**config.mk**
```make
export PLATFORM = sky130hd
export DESIGN_NAME = lpmf_ram
export DESIGN_NICKNAME = d
export VERILOG_FILES = /design/src/sv/lpmf_ram.sv
export SDC_FILE = /design/constraint.sdc
export NUM_CORES = 2
export LEC_CHECK = 0
export ABC_CLOCK_PERIOD_IN_PS = 3000
export BUFFER_PORTS_ARGS = -buffer_cell sky130_fd_sc_hd__buf_2
export CORE_AREA = 4 4 483 581
export CTS_BUF_LIST = sky130_fd_sc_hd__clkbuf_4 sky130_fd_sc_hd__clkbuf_8
export CTS_CLUSTER_SIZE = 10
export DETAILED_ROUTE_END_ITERATION = 8
export DIE_AREA = 0 0 487 585
export GPL_TIMING_DRIVEN = 1
export PLACE_DENSITY = 0.82
export SLEW_MARGIN = 30
export SYNTH_ARGS = -nofsm -noshare
export SYNTH_HDL_FRONTEND = slang
export SYNTH_SLANG_ARGS = --single-unit
```
**constraint.sdc**
```tcl
create_clock -name clk -period 3 [get_ports clk]
set_input_delay 0 -clock clk [delete_from_list [all_inputs] [get_ports clk]]
set_output_delay 0 -clock clk [all_outputs]
set_load 0.03 [all_outputs]
```
**src/sv/lpmf_ram.sv**
```systemverilog
`timescale 1ns / 1ps
module lpmf_ram #(
  parameter int WIDTH = 16,
  parameter int DEPTH = 256
) (
  input  logic                     clk,
  input  logic                     we,
  input  logic [$clog2(DEPTH)-1:0] waddr,
  input  logic [WIDTH-1:0]         wdata,
  input  logic [$clog2(DEPTH)-1:0] raddr,
  output logic [WIDTH-1:0]         rdata
);

  logic [WIDTH-1:0] mem [DEPTH];

  always_ff @(posedge clk) begin
    if (we) begin
      mem[waddr] <= wdata;
    end
    rdata <= mem[raddr];
  end

endmodule

```
# [Word level (Yosys, flattened, before mapping)]
# Memories as Yosys holds them, arrays and structs flattened. A register that Yosys moved wholly into a read port is not among the register bits.
# Index checks and enable logic that the tools add are counted.
[totals] reg_bits=0 latchBits=0 ramBits=4096 romBits=0 elab_cells=3 memories=1
[memory_table] name="mem" words=256 width=16 rd=1 rd_clocked_by_memory_dff=1 wr=1 line_no="14" source="logic [WIDTH-1:0] mem [DEPTH];"
[op_classes] add_sub_neg=0 n_mul=0 div_mod_pow=0 magnitude_cmp=0 n_eq_ne=0 shifts=0 mux=2 n_bitwise=0 n_reduce_logical=0
[ops] operator="$mux W1" n=2

# [Longest topological paths before layout]
[depth] depth_word=2 depth_mapped=12

# [Worst setup path before layout]
# OpenSTA, ideal clock, no wires.
[synth_timing] path_kind="input to register" start="input port waddr[3]" end="memory mem[235][0], enable pin" arrival_time_ns=1.777 slack_ns=0.835 cell_stages=6 path_cell_list="clkbuf_1 > nor2b_1 > clkbuf_1 > nand4_1 > clkbuf_1 > nor2_1"
[synth_lines] element="start: declaration" line_no="8" source="input logic [$clog2(DEPTH)-1:0] waddr,"
[synth_lines] element="end: declaration" line_no="14"
# Straight into the memory's write port.

==> impl_metrics.tcl <==
set metrics [dict create \
    setup_tns_ps 0 \
    cts_resized 0 \
    final_nets 8325 \
    maxCapViolations 0 \
    h-tree-depth 6 \
    holdCritPathClass "in2reg" \
    remaining_drc_errors 0 \
    post_drt_wl_per_cell_um 33.60 \
    die_y_um 585 \
    vdd_drop_max_v 0.0003454 \
    critical_path_peak_fanout 17 \
    dp_worst_setup_slack_ps -207.2 \
    synth_cell_types 52 \
    grt_usage 0.2921 \
    switchingPower_mw 24.69 \
    viasPerCell 6.759 \
    endpoint_kind "flip-flop" \
    grt_pass1_vias 85190 \
    cp_common_cell "buf_4" \
    clk_path_buf_depth 4 \
    leakage_nw 57.92 \
    grt_overflow 0 \
    netlist_instances 7360 \
    seqPwrFrac 0.563 \
    num_vias 83570 \
    placedCellCount 11270 \
    rsz0062_at_grt "no" \
    async_flop_share 0 \
    dr.pass1.iters 9 \
    postSynthAreaPerCell_um2 21.56 \
    p_per_area_nw_per_um2 628.4 \
    crit_type "in2reg" \
    fmax_mhz 355.8 \
    core_um2 274800 \
    place_hpwl_mm 250.2 \
    synth_top_cell_by_area "edfxtp_1" \
    ant_nets 0 \
    placed_area_um2 167500 \
    power_frac_comb 0.056 \
    cp.required_ps 3940 \
    clk_pin_slew_ps 70 \
    clock_latency_ps 1050 \
    synthesis.nets 7394 \
    place_congestion 0.9287 \
    internal-power_mw 87.96 \
    cts_hold_buf 44 \
    slew_headroom 0.3364 \
    period_share 0.9367 \
    hold_slack_ps 48.73 \
    antenna_found_initial 26 \
    worstMarginPinSlew_ps 991.8 \
    finalWorstSetupSlack_ps 189.8 \
    cts_tree "built" \
    fin_cells 12360 \
    finish.utilization 0.6523 \
    area_delta_synth_final_pct 12.95 \
    synth_seq_cells 4112 \
    cts_setup_buffers 0 \
    final-setup-viol-count 0 \
    dr.first_iter.drc_count 12450 \
    drv_slew 0 \
    yosys_warnings 0 \
    yosysSeqAreaShare 0.7770 \
    io-pin-count 50 \
    critPathMaxStageDelay_ps 590 \
    synthDominantCellAreaShare 0.7750 \
    p_total_mw 112.6 \
    cts-root-buf "clkbuf_8" \
    n_fill_cell 16100 \
    layout-drive-gt1-share 0.2924 \
    power.share.clock 0.380 \
    grt_pass1_wl_mm 599.3 \
    cts_buffers 594 \
    initial_core_util 0.5775 \
    std_cell_rows 211 \
    grt_max_degree 136 \
    die_w_um 487 \
    synth_ff_type "edfxtp_1" \
    synth_area_leaders "edfxtp_1 77%, mux4_2 11%, mux2i_1 3.6%, o221ai_1 1.4%, nor2_1 0.72%" \
    crit_slowest_cell "dlygate4sd3_1" \
    path_cells "dlygate4sd3_1, buf_2, buf_4, nor3_2, buf_4, buf_4, a221oi_1, buf_4, o31ai_1, o32ai_1, buf_4, nor4_1" \
    power.share.switching 0.2191 \
    hold_violations 0 \
    syn_area_um2 158700 \
    cts.sinks 4112 \
    fp.dieArea_um2 284900 \
    place.port_buffers 49 \
    wl_mm 415.4 \
    outcome "finished clean" \
    start_kind "primary input" \
    synth-edff-count 4096 \
    fin_area_um2 179300 \
    worstPathArrival_ps 3750 \
    clock_skew_ps 73.47 \
    fin_crit_ps 2810 \
]
==> registers in the layout, summed over array words and instances (netlist names) <==
name	flops
mem	4096
rdata	16
==> synth_stat cells, drive strengths merged, types with 18 or more instances <==
library cell and instances:
a22o 32, nor3 92, a22oi 43, mux2 88, o32ai 21, o22ai 148, mux2i 565, nor4 18
o221ai 253, a211oi 18, clkbuf 230, nand4 26, mux4 797, nand3 35, nand2 38, o21ai 38
buf 222, edfxtp 4096, nor2 304, a21oi 175, a221oi 28
==> kinds of logic after synthesis <==
group           after synthesis  share of synthesized area
flops                      4112                     0.7770
mux                        1450                     0.1550
compound gates              786                    0.03537
simple gates                556                    0.01574
buf+inv                     456                    0.01693
==> power by group through the flow <==
stage / Clock [mW] / Sequential (mW) / Combinational, mW
6_report: 42.9 / 63.5 / 6.32
3_5_place_dp: 0 / 64.7 / 6.07
4_1_cts: 43.2 / 63.5 / 6.17
3_3_place_gp: 0 / 64.7 / 5.85
2_1_floorplan: 0 / 64.7 / 3.12
5_1_grt: 46.1 / 63.4 / 6.51
==> cells in the final DEF (no fill, tap or decap), types with 148 or more instances in the layout <==
cell type,instances
nor2_1,295
a21oi_1,175
buf_4,595
edfxtp_1,4096
mux4_2,797
o22ai_1,148
clkbuf_4,204
o221ai_1,252
clkbuf_8,618
mux2i_1,565
==> final cells by class <==
| type | count | area (µm²) | area share |
|---|---|---|---|
| timing repair buffer | 787 | 7331 | 0.04089 |
| clock buffer | 821 | 10020 | 0.05591 |
| multi-input combinational | 2792 | 32760 | 0.1828 |
| inverter | 4 | 27.53 | 0.0001536 |
| clock inverter | 208 | 1220 | 0.006805 |
| tap | 3621 | 4531 | 0.02527 |
| antenna | 19 | 47.55 | 0.0002652 |
| sequential | 4112 | 123300 | 0.6879 |
==> routing by layer <==
layer	part of all wire	GRT usage
met2	0.48	0.4579
met3	0.13	0.07869
met4	0.075	0.1811
met5	0.00022	0
met1	0.32	0.3674
==> worst max-delay path: cells and delay by family <==
family	cells	cell delay, ps
AOI/OAI and AO/OA	3	550
buffers and inverters	7	2360
and+or+nand+nor	2	820
==> path summary, 6_finish.rpt <==
check                                     startpoint                    end  slack (ps)  cells past startpoint
worst max-delay path                        raddr[5]      rdata[15]$_DFF_P_         190                     12
worst min-delay path                        wdata[6]  mem[132][6]$_DFFE_PP_          50                      3
worst min register to register  mem[66][6]$_DFFE_PP_       rdata[6]$_DFF_P_        1130                      6
worst max register to register  mem[4][10]$_DFFE_PP_      rdata[10]$_DFF_P_         290                      7
No activity file was read; power rests on OpenSTA's default activity.
