File: src/sv/lpmf_pkg.sv
`timescale 1ns / 1ps
package lpmf_pkg;

  localparam int KEY_W         = 16;
  localparam int LEN_W         = 16;
  localparam int KEY_RANGE_DEF = 65536;

  localparam logic MODE_PUSH  = 1'b0;
  localparam logic MODE_CLEAR = 1'b1;

  typedef struct packed {
    logic             mode;
    logic [KEY_W-1:0] key;
  } in_t;

  typedef struct packed {
    logic [LEN_W-1:0] chain_len;
    logic [LEN_W-1:0] best_len;
  } out_t;

  typedef struct packed {
    logic             strobe;
    logic             clear;
    logic [LEN_W-1:0] len;
  } seq_res_t;

endpackage

File: src/sv/lpmf_seq.sv
`timescale 1ns / 1ps
module lpmf_seq #(
  parameter int KEY_RANGE = lpmf_pkg::KEY_RANGE_DEF
) (
  input  logic                         clk,
  input  logic                         rst,
  input  logic                         start,
  input  lpmf_pkg::in_t                cmd,
  output logic                         busy,
  output lpmf_pkg::seq_res_t           rslt,
  output logic                         we,
  output logic [$clog2(KEY_RANGE)-1:0] waddr,
  output logic [lpmf_pkg::LEN_W-1:0]   wdata,
  output logic [$clog2(KEY_RANGE)-1:0] raddr,
  input  logic [lpmf_pkg::LEN_W-1:0]   rdata
);
  import lpmf_pkg::*;

  localparam int AW = $clog2(KEY_RANGE);
  localparam int IW = ((AW > KEY_W) ? AW : KEY_W) + 1;

  localparam logic [1:0] S_CLR  = 2'd0;
  localparam logic [1:0] S_IDLE = 2'd1;
  localparam logic [1:0] S_QRY  = 2'd2;
  localparam logic [1:0] S_UPD  = 2'd3;

  localparam logic [IW-1:0] RANGE_W = IW'(KEY_RANGE);
  localparam logic [AW-1:0] LAST_A  = AW'(KEY_RANGE - 1);

  logic [1:0]       state;
  logic [AW-1:0]    ca;
  logic [IW-1:0]    i_idx;
  logic [IW-1:0]    k_idx;
  logic [AW-1:0]    wa;
  logic             pend;
  logic [LEN_W-1:0] acc;
  logic [KEY_W-1:0] key_q;
  logic             clr_item;

  logic [IW-1:0]    key_w;
  logic [IW-1:0]    i_dec;
  logic [LEN_W-1:0] cmp_max;
  logic [LEN_W-1:0] len_sat;

  assign key_w   = IW'(cmd.key);
  assign i_dec   = i_idx - IW'(1);
  // shared compare unit: running max in query, node max in update
  assign cmp_max = (rdata > acc) ? rdata : acc;
  assign len_sat = (acc == {LEN_W{1'b1}}) ? acc : acc + LEN_W'(1);
  assign busy    = (state != S_IDLE);

  always_comb begin
    we    = 1'b0;
    waddr = wa;
    wdata = cmp_max;
    raddr = i_dec[AW-1:0];
    unique case (state)
      S_CLR: begin
        we    = 1'b1;
        waddr = ca;
        wdata = '0;
      end
      S_UPD: begin
        we    = pend;
        raddr = k_idx[AW-1:0];
      end
      S_QRY, S_IDLE: begin
        we = 1'b0;
      end
      default: begin
        we = 1'b0;
      end
    endcase
  end

  always_ff @(posedge clk) begin
    if (rst) begin
      state       <= S_CLR;
      ca          <= '0;
      clr_item    <= 1'b0;
      pend        <= 1'b0;
      rslt.strobe <= 1'b0;
    end else begin
      rslt.strobe <= 1'b0;
      unique case (state)
        S_CLR: begin
          ca <= ca + AW'(1);
          if (ca == LAST_A) begin
            state       <= S_IDLE;
            rslt.strobe <= clr_item;
            rslt.clear  <= 1'b1;
            rslt.len    <= '0;
            clr_item    <= 1'b0;
          end
        end
        S_IDLE: begin
          if (start) begin
            if (cmd.mode == MODE_CLEAR) begin
              state    <= S_CLR;
              ca       <= '0;
              clr_item <= 1'b1;
            end else begin
              state <= S_QRY;
              i_idx <= (key_w < RANGE_W) ? key_w : RANGE_W;
              key_q <= cmd.key;
              acc   <= '0;
              pend  <= 1'b0;
            end
          end
        end
        S_QRY: begin
          if (pend) begin
            acc <= cmp_max;
          end
          if (i_idx != '0) begin
            i_idx <= i_dec & i_idx;
            pend  <= 1'b1;
          end else begin
            pend <= 1'b0;
            if (!pend) begin
              acc   <= len_sat;
              k_idx <= IW'(key_q);
              state <= S_UPD;
            end
          end
        end
        S_UPD: begin
          if (k_idx < RANGE_W) begin
            wa    <= k_idx[AW-1:0];
            k_idx <= k_idx | (k_idx + IW'(1));
            pend  <= 1'b1;
          end else begin
            pend <= 1'b0;
            if (!pend) begin
              state       <= S_IDLE;
              rslt.strobe <= 1'b1;
              rslt.clear  <= 1'b0;
              rslt.len    <= acc;
            end
          end
        end
        default: begin
          state <= S_IDLE;
        end
      endcase
    end
  end

  a_strobe_idle: assert property (@(posedge clk) disable iff (rst)
    rslt.strobe |-> state == S_IDLE)
    else $error("result strobe while sequencer still active");

  a_no_rw_clash: assert property (@(posedge clk) disable iff (rst)
    (state == S_UPD && pend && k_idx < RANGE_W) |-> wa != k_idx[AW-1:0])
    else $error("update walk reads the node it is writing");

  a_idle_no_write: assert property (@(posedge clk) disable iff (rst)
    state == S_IDLE |-> !we)
    else $error("tree written while idle");

  a_push_len: assert property (@(posedge clk) disable iff (rst)
    (rslt.strobe && !rslt.clear) |-> rslt.len != '0)
    else $error("push produced zero chain length");

endmodule

File: config.mk
export PLATFORM = sky130hd
export DESIGN_NAME = lpmf_seq
export DESIGN_NICKNAME = d
export VERILOG_FILES = /design/src/sv/lpmf_pkg.sv /design/src/sv/lpmf_seq.sv
export SDC_FILE = /design/constraint.sdc
export NUM_CORES = 1
export LEC_CHECK = 0
export ABC_CLOCK_PERIOD_IN_PS = 5510
export BUFFER_PORTS_ARGS = -buffer_cell sky130_fd_sc_hd__buf_2
export CAP_MARGIN = 25
export CORE_ASPECT_RATIO = 1.2
export CORE_MARGIN = 1.5
export CORE_UTILIZATION = 57
export CTS_CLUSTER_DIAMETER = 50
export DETAILED_ROUTE_END_ITERATION = 6
export GPL_TIMING_DRIVEN = 0
export PLACE_DENSITY = 0.8
export SETUP_SLACK_MARGIN = 0.02
export SYNTH_ARGS = -nofsm -noshare
export SYNTH_HDL_FRONTEND = slang
export SYNTH_SLANG_ARGS = --single-unit
File: constraint.sdc
create_clock -name clk -period 5.51 [get_ports clk]
set_input_delay 0.551 -clock clk [delete_from_list [all_inputs] [get_ports clk]]
set_output_delay 0.551 -clock clk [all_outputs]
set_load 0.005 [all_outputs]
---- Word-level counts from Yosys, hierarchy flattened ----
Index checks and enable logic that the tools add are counted.
operators by class
  $add $sub $neg .......................... 4
  order comparisons ....................... 3
  eq/ne operators ......................... 17
  mux-type cells .......................... 45
  bitwise logic cells ..................... 4
  reduce and logical (&&, ||, !) cells .... 18
operators with widths
  kind                                                   number
  2-to-1 mux 16 bit                                      12
  2-to-1 mux 17 bit                                      7
  case mux 17 bit (2 select lines)                       2
  case mux 16 bit (2 select lines)                       2
  2-to-1 mux 18 bit                                      3
  case mux 18 bit (2 select lines)                       1
  adder 16 x 1 -> 16 bit (second input constant)         2
  equality test 16 bit (second input constant)           2
  != test 2 bit (second input constant)                  10
  AND reduction 5 bit                                    4
  adder 17 x 1 -> 17 bit (second input constant)         1
  bitwise AND 17 bit                                     1
  < comparator 16 x 17 -> 1 bit (second input constant)  1
  < comparator 17 bit (second input constant)            1
  OR 17 bit                                              1
  nonzero test 17 bit                                    1
  subtractor 17 x 1 -> 17 bit (second input constant)    1
  greater-than comparator 16 bit                         1
  2-to-1 mux 2 bit                                       7
  AND reduction 3 bit                                    3
  case mux 2 bit (4 select lines)                        1
  AND reduction 4 bit                                    2
  nonzero test 2 bit                                     4
  2-to-1 mux 1 bit                                       7
  other kinds (11)                                       14
storage, ports and cells
  register bits ........................... 120
  word-level logic and storage cells ...... 103

---- Logic depth before layout (Yosys ltp) ----
  depth after elaboration ................. 6
  mapped depth ............................ 10
  depth with buffers taken out ............ 9

---- Worst setup path before layout ----
No wires, ideal clock.
  kind .................................... flip-flop to flip-flop
  from .................................... reg i_idx[0]
  to ...................................... reg i_idx[0], enable pin
  setup time .............................. 0.485 ns
  arrival time ............................ 3.911 ns
  data required time ...................... 5.025 ns
  path slack .............................. 1.114 ns
  stages on the path, launching flop included .. 8
  buffers on the path ..................... 1
  period minus slack after synthesis ...... 4.396 ns
  cells stage by stage .................... edfxtp_1 inv_1 ha_1 or4b_1 or3_1 buf_6 nor2_1 a2111oi_0
on the way
  longest elaborated chain between the ends .. 3
RTL lines
  item                                  RTL line         text
  from (decl)                           lpmf_seq.sv:32   logic [IW-1:0] i_idx;
  from (signal assigned)                lpmf_seq.sv:104  i_idx <= (key_w < RANGE_W) ? key_w : RANGE_W;
  from (signal assigned)                lpmf_seq.sv:116  i_idx <= i_dec & i_idx;
  nonzero test 17 bit                   lpmf_seq.sv:115  if (i_idx != '0) begin
  != test 2 bit (no source line)        --
  AND reduction 5 bit (no source line)  --
No other way between the ends.
A chain may end at the register's enable or synchronous reset.

---- Worst setup path in the final report ----
  from .................................... reg acc[11]
  to ...................................... out wdata[5] (netlist name)
on the way
  longest elaborated chain between the ends .. 3
RTL lines
  item                            RTL line         text
  from (decl)                     lpmf_seq.sv:36   logic [LEN_W-1:0] acc;
  from (signal assigned)          lpmf_seq.sv:113  acc <= cmp_max;
  from (signal assigned)          lpmf_seq.sv:121  acc <= len_sat;
  greater-than comparator 16 bit  lpmf_seq.sv:48   assign cmp_max = (rdata > acc) ? rdata : acc;
  2-to-1 mux 16 bit               lpmf_seq.sv:48
  2-to-1 mux 16 bit               lpmf_seq.sv:57   unique case (state)
  to (decl)                       lpmf_seq.sv:13   output logic [lpmf_pkg::LEN_W-1:0] wdata,
No other way between the ends.

==> flow_summary.toml <==
[cells_and_area]
drive_gt1_share_pct = 24.5
antenna-diode-count = 0
fillerInstances = 782
mostFrequentLayoutCells = "105 x sky130_fd_sc_hd__buf_2, 99 x sky130_fd_sc_hd__edfxtp_1, 63 x sky130_fd_sc_hd__nor2_1"
sequential_cell_area_sq_um = 3390
area.growth.synth_to_final_pct = 20.2
design.final.nets = 821
layout_commonest_cell = "sky130_fd_sc_hd__buf_2"
multiInputGateArea_sq_um = 2990

[detailed_routing]
drcViolationCount = 0
routed_via_count = 5440
wl_mm = 16.2
detailedRoute.firstIterationViolations = 549
detail-route-antenna-nets = 0
detail_route.wl_per_cell_um = 17.8
dr.pass1.iters = 5
routed_via_density = 5.98

[placed_design]
post-dp-hpwl_mm = 12.0
buffer_ports.inserted = 103
place_congestion = 0.966
place_worst_setup_slack_ps = 2170

[pwr]
p_switching_w = 0.000402
power-per-cell-area_nw_per_um2 = 258
combinational_group_share_of_total_power_pct = 2.4
ir_drop_mv = 0.168
power_frac_clock_pct = 50.0
sw_frac_of_total_pct = 19.6
internal_power_w = 0.00165
p_leak_nw = 3.13
share_seq_of_total_power_pct = 47.6

[sta]
finalHoldWorstSlack_ps = 328
slew-limit-headroom_pct = 33.9
post-route-period-util_pct = 67.7
timing.final.max_slew_violations = 0
final.setup_skew_ps = 13.5
finalSetupViolations = 0
hold_viol_final = 0
layout_min_cycle_time_ps = 3730
maximum_frequency_from_static_timing_analysis_mhz = 268
rsz0062_at_grt = "no"
worst_slack_ps = 1780
worst_pin_slew_ps = 992
setup_tns_ps = 0

[clock_network]
post_cts_resized = 0
clock_tree.buffer_depth = 2
holdBufCountCts = 0
cts_inserted_buffers = 17
tritoncts_num_sinks = 120
clkSlewWorstSetupHoldPaths_ps = 60
htree_num_levels = 4
insertion_delay_ps = 410
post-cts-setup-buffer-count = 0
tritoncts = "done"
cts_root_buffer = "sky130_fd_sc_hd__clkbuf_16"

[logic_synthesis]
seq_area_frac_synth_pct = 51.3
synth_compound_gate_area_share_pct = 8.78
synth_cells = 617
synth-seq-cells = 120
ys_warn_count = 0
yosys.area_share.adder_pct = 7.57
syn_avg_cell_area_sq_um = 10.7
largest_family_of_logic_cells_by_synthesized_area = "simple AND/OR/NAND/NOR gates"
synth-simple-area-share_pct = 16.4
synth.area.mux_share_pct = 8.31
synthDistinctLibCells = 48
synth_xor_area_share_pct = 3.71
synth.net_count = 693
mappedNetlistArea_sq_um = 6610

[floorplan]
io-pin-count = 104
die_height_um = 121
die_width_um = 101
floorplan.initialDensity_pct = 59.3
fp.dieArea_sq_um = 12300
core_area_sq_um = 11100
rows = 42

[global_route]
gr-usage-met3_pct = 5.88
groute.usage.overall_pct = 27.3
first_pass_grt_wire_length_mm = 25.4
via_count_of_the_first_global_routing_pass = 5107
grt_use_met2_pct = 43.7
grt_antenna_before_repair = 0
overflow = 0
largest_net_degree_at_the_start_of_global_routing = 17
grt_busiest_layer = "met2"
grt_use_met1_pct = 36.5

[flow_run]
maxCapViolCount = 0

[setup_path]
cp_data_arrival_time_ps = 3180
worst-path-max-fanout = 10
critPathLaunchType = "flop"
worst_r2r_startpoint = "acc[11]$_SDFFCE_PN0P_"
crit-reg2reg-capture = "acc[12]$_SDFFCE_PN0P_"
critPathKind = "reg2out"
end_kind = "output port"
worst-r2r-setup-slack_ps = 2560
r2r_cells = 9
crit_required_ps = 4960

[outcome]
outcome = "complete, no violations"

[hold_path]
worstHoldEndpoint = "key_q[7]$_DFFE_PP_"
hp-class = "in2reg"
holdCritStartpoint = "cmd[7]"
holdPathStages = 1
cell usage after synthesis, drive strengths merged:
master | instances | share of area, %
a2111o | 1 | 0.17
a2111oi | 1 | 0.13
a211oi | 1 | 0.11
a21oi | 50 | 3.8
a221oi | 2 | 0.26
a31oi | 4 | 0.38
and2 | 3 | 0.28
and3 | 5 | 0.47
and4 | 6 | 0.79
buf | 6 | 0.61
clkbuf | 25 | 1.4
dfxtp | 21 | 6.4
edfxtp | 99 | 45
ha | 40 | 7.6
inv | 33 | 1.9
mux2 | 31 | 5.3
mux2i | 20 | 3.0
nand2 | 41 | 2.3
nand2b | 3 | 0.28
nand3 | 10 | 0.76
nand3b | 1 | 0.11
nand4 | 14 | 1.3
nand4b | 1 | 0.13
nor2 | 63 | 3.6
nor2b | 4 | 0.38
nor3 | 13 | 0.98
nor3b | 2 | 0.23
nor4 | 29 | 2.9
nor4b | 1 | 0.13
o2111ai | 2 | 0.36
o211ai | 1 | 0.11
o21ai | 36 | 2.7
o2bb2ai | 1 | 0.13
o31ai | 3 | 0.55
or2 | 4 | 0.38
or3 | 9 | 0.85
or3b | 1 | 0.13
or4 | 1 | 0.17
or4b | 1 | 0.15
xnor2 | 17 | 2.3
xor2 | 11 | 1.5
critical path, cell delays in order, from the launching register on:
cell,delay [ps]
sky130_fd_sc_hd__edfxtp_1,450
sky130_fd_sc_hd__inv_1,160
sky130_fd_sc_hd__ha_1,340
sky130_fd_sc_hd__nand4_1,170
sky130_fd_sc_hd__a2111o_1,370
sky130_fd_sc_hd__a31oi_1,130
sky130_fd_sc_hd__buf_2,280
sky130_fd_sc_hd__buf_2,360
sky130_fd_sc_hd__mux2i_1,300
sky130_fd_sc_hd__nor2_1,60
sky130_fd_sc_hd__buf_2,140
how the worst max path moves through the flow:
stage / from / end / slack, ps / cells after the start
detailed placement: rdata[14] / wdata[5] / 2170 / 10
global placement: i_idx[0]$_SDFFCE_PP0P_ / i_idx[7]$_DFFE_PP_ / -410 / 7
floorplan: i_idx[0]$_SDFFCE_PP0P_ / i_idx[0]$_SDFFCE_PP0P_ / 1110 / 7
CTS: acc[11]$_SDFFCE_PN0P_ / wdata[5] / 1830 / 10
global route: acc[11]$_SDFFCE_PN0P_ / wdata[12] / 1630 / 10
finish: acc[11]$_SDFFCE_PN0P_ / wdata[5] / 1780 / 10
cell families (layout without fill, tap and decap cells):
| logic type | after synthesis | in the layout |
|---|---|---|
| compound gates | 102 | 102 |
| xor+xnor | 28 | 28 |
| fa+ha+maj | 40 | 40 |
| buf+inv | 64 | 202 |
| flops | 120 | 120 |
| mux | 51 | 51 |
| simple gates | 212 | 212 |
routing by layer:
metal  wire length, um  vias to the layer above
li1                  -                     2534
met1              6650                     2540
met2              7830                      332
met3              1340                       34
met4               393                        0
met5                 0                        -
flip-flops by register name, indices dropped and copies added, names as in the netlist:
name,flops
pend,1
key_q,16
clr_item,1
state,2
wa,16
ca,16
rslt,18
acc,16
i_idx,17
k_idx,17
per-stage QoR:
step | util (%) | total power [W] | cell area (sq um) | instances
floorplan | - | 0.00102 | 6610 | 617
global placement | 65.7 | 0.00104 | 7320 | 874
detailed placement | 66.5 | 0.00104 | 7410 | 880
CTS | 71.4 | 0.00206 | 7950 | 909
global route | 71.4 | 0.00210 | 7950 | 909
finish | 71.4 | 0.00205 | 7950 | 909
final cells by class:
cell class              count  share of cell area (%)
multi-input cells         433                    37.6
clock buffers              19                    5.45
plain buffers              31                    1.68
flip-flops and latches    120                    42.7
clock inverters            10                    1.34
repair buffers            109                    7.24
inverters                  33                    1.56
well taps                 154                    2.42
power by group through the flow:
stage / combinational (W) / sequential, W / clock, W
after floorplan: 0.0000227 / 0.000994 / 0
after global routing: 0.0000541 / 0.000976 / 0.00107
after CTS: 0.0000488 / 0.000976 / 0.00103
after detailed placement: 0.0000481 / 0.000995 / 0
final: 0.0000496 / 0.000977 / 0.00103
after global placement: 0.0000458 / 0.000995 / 0
Note: power is estimated with default switching activity, not from simulation.
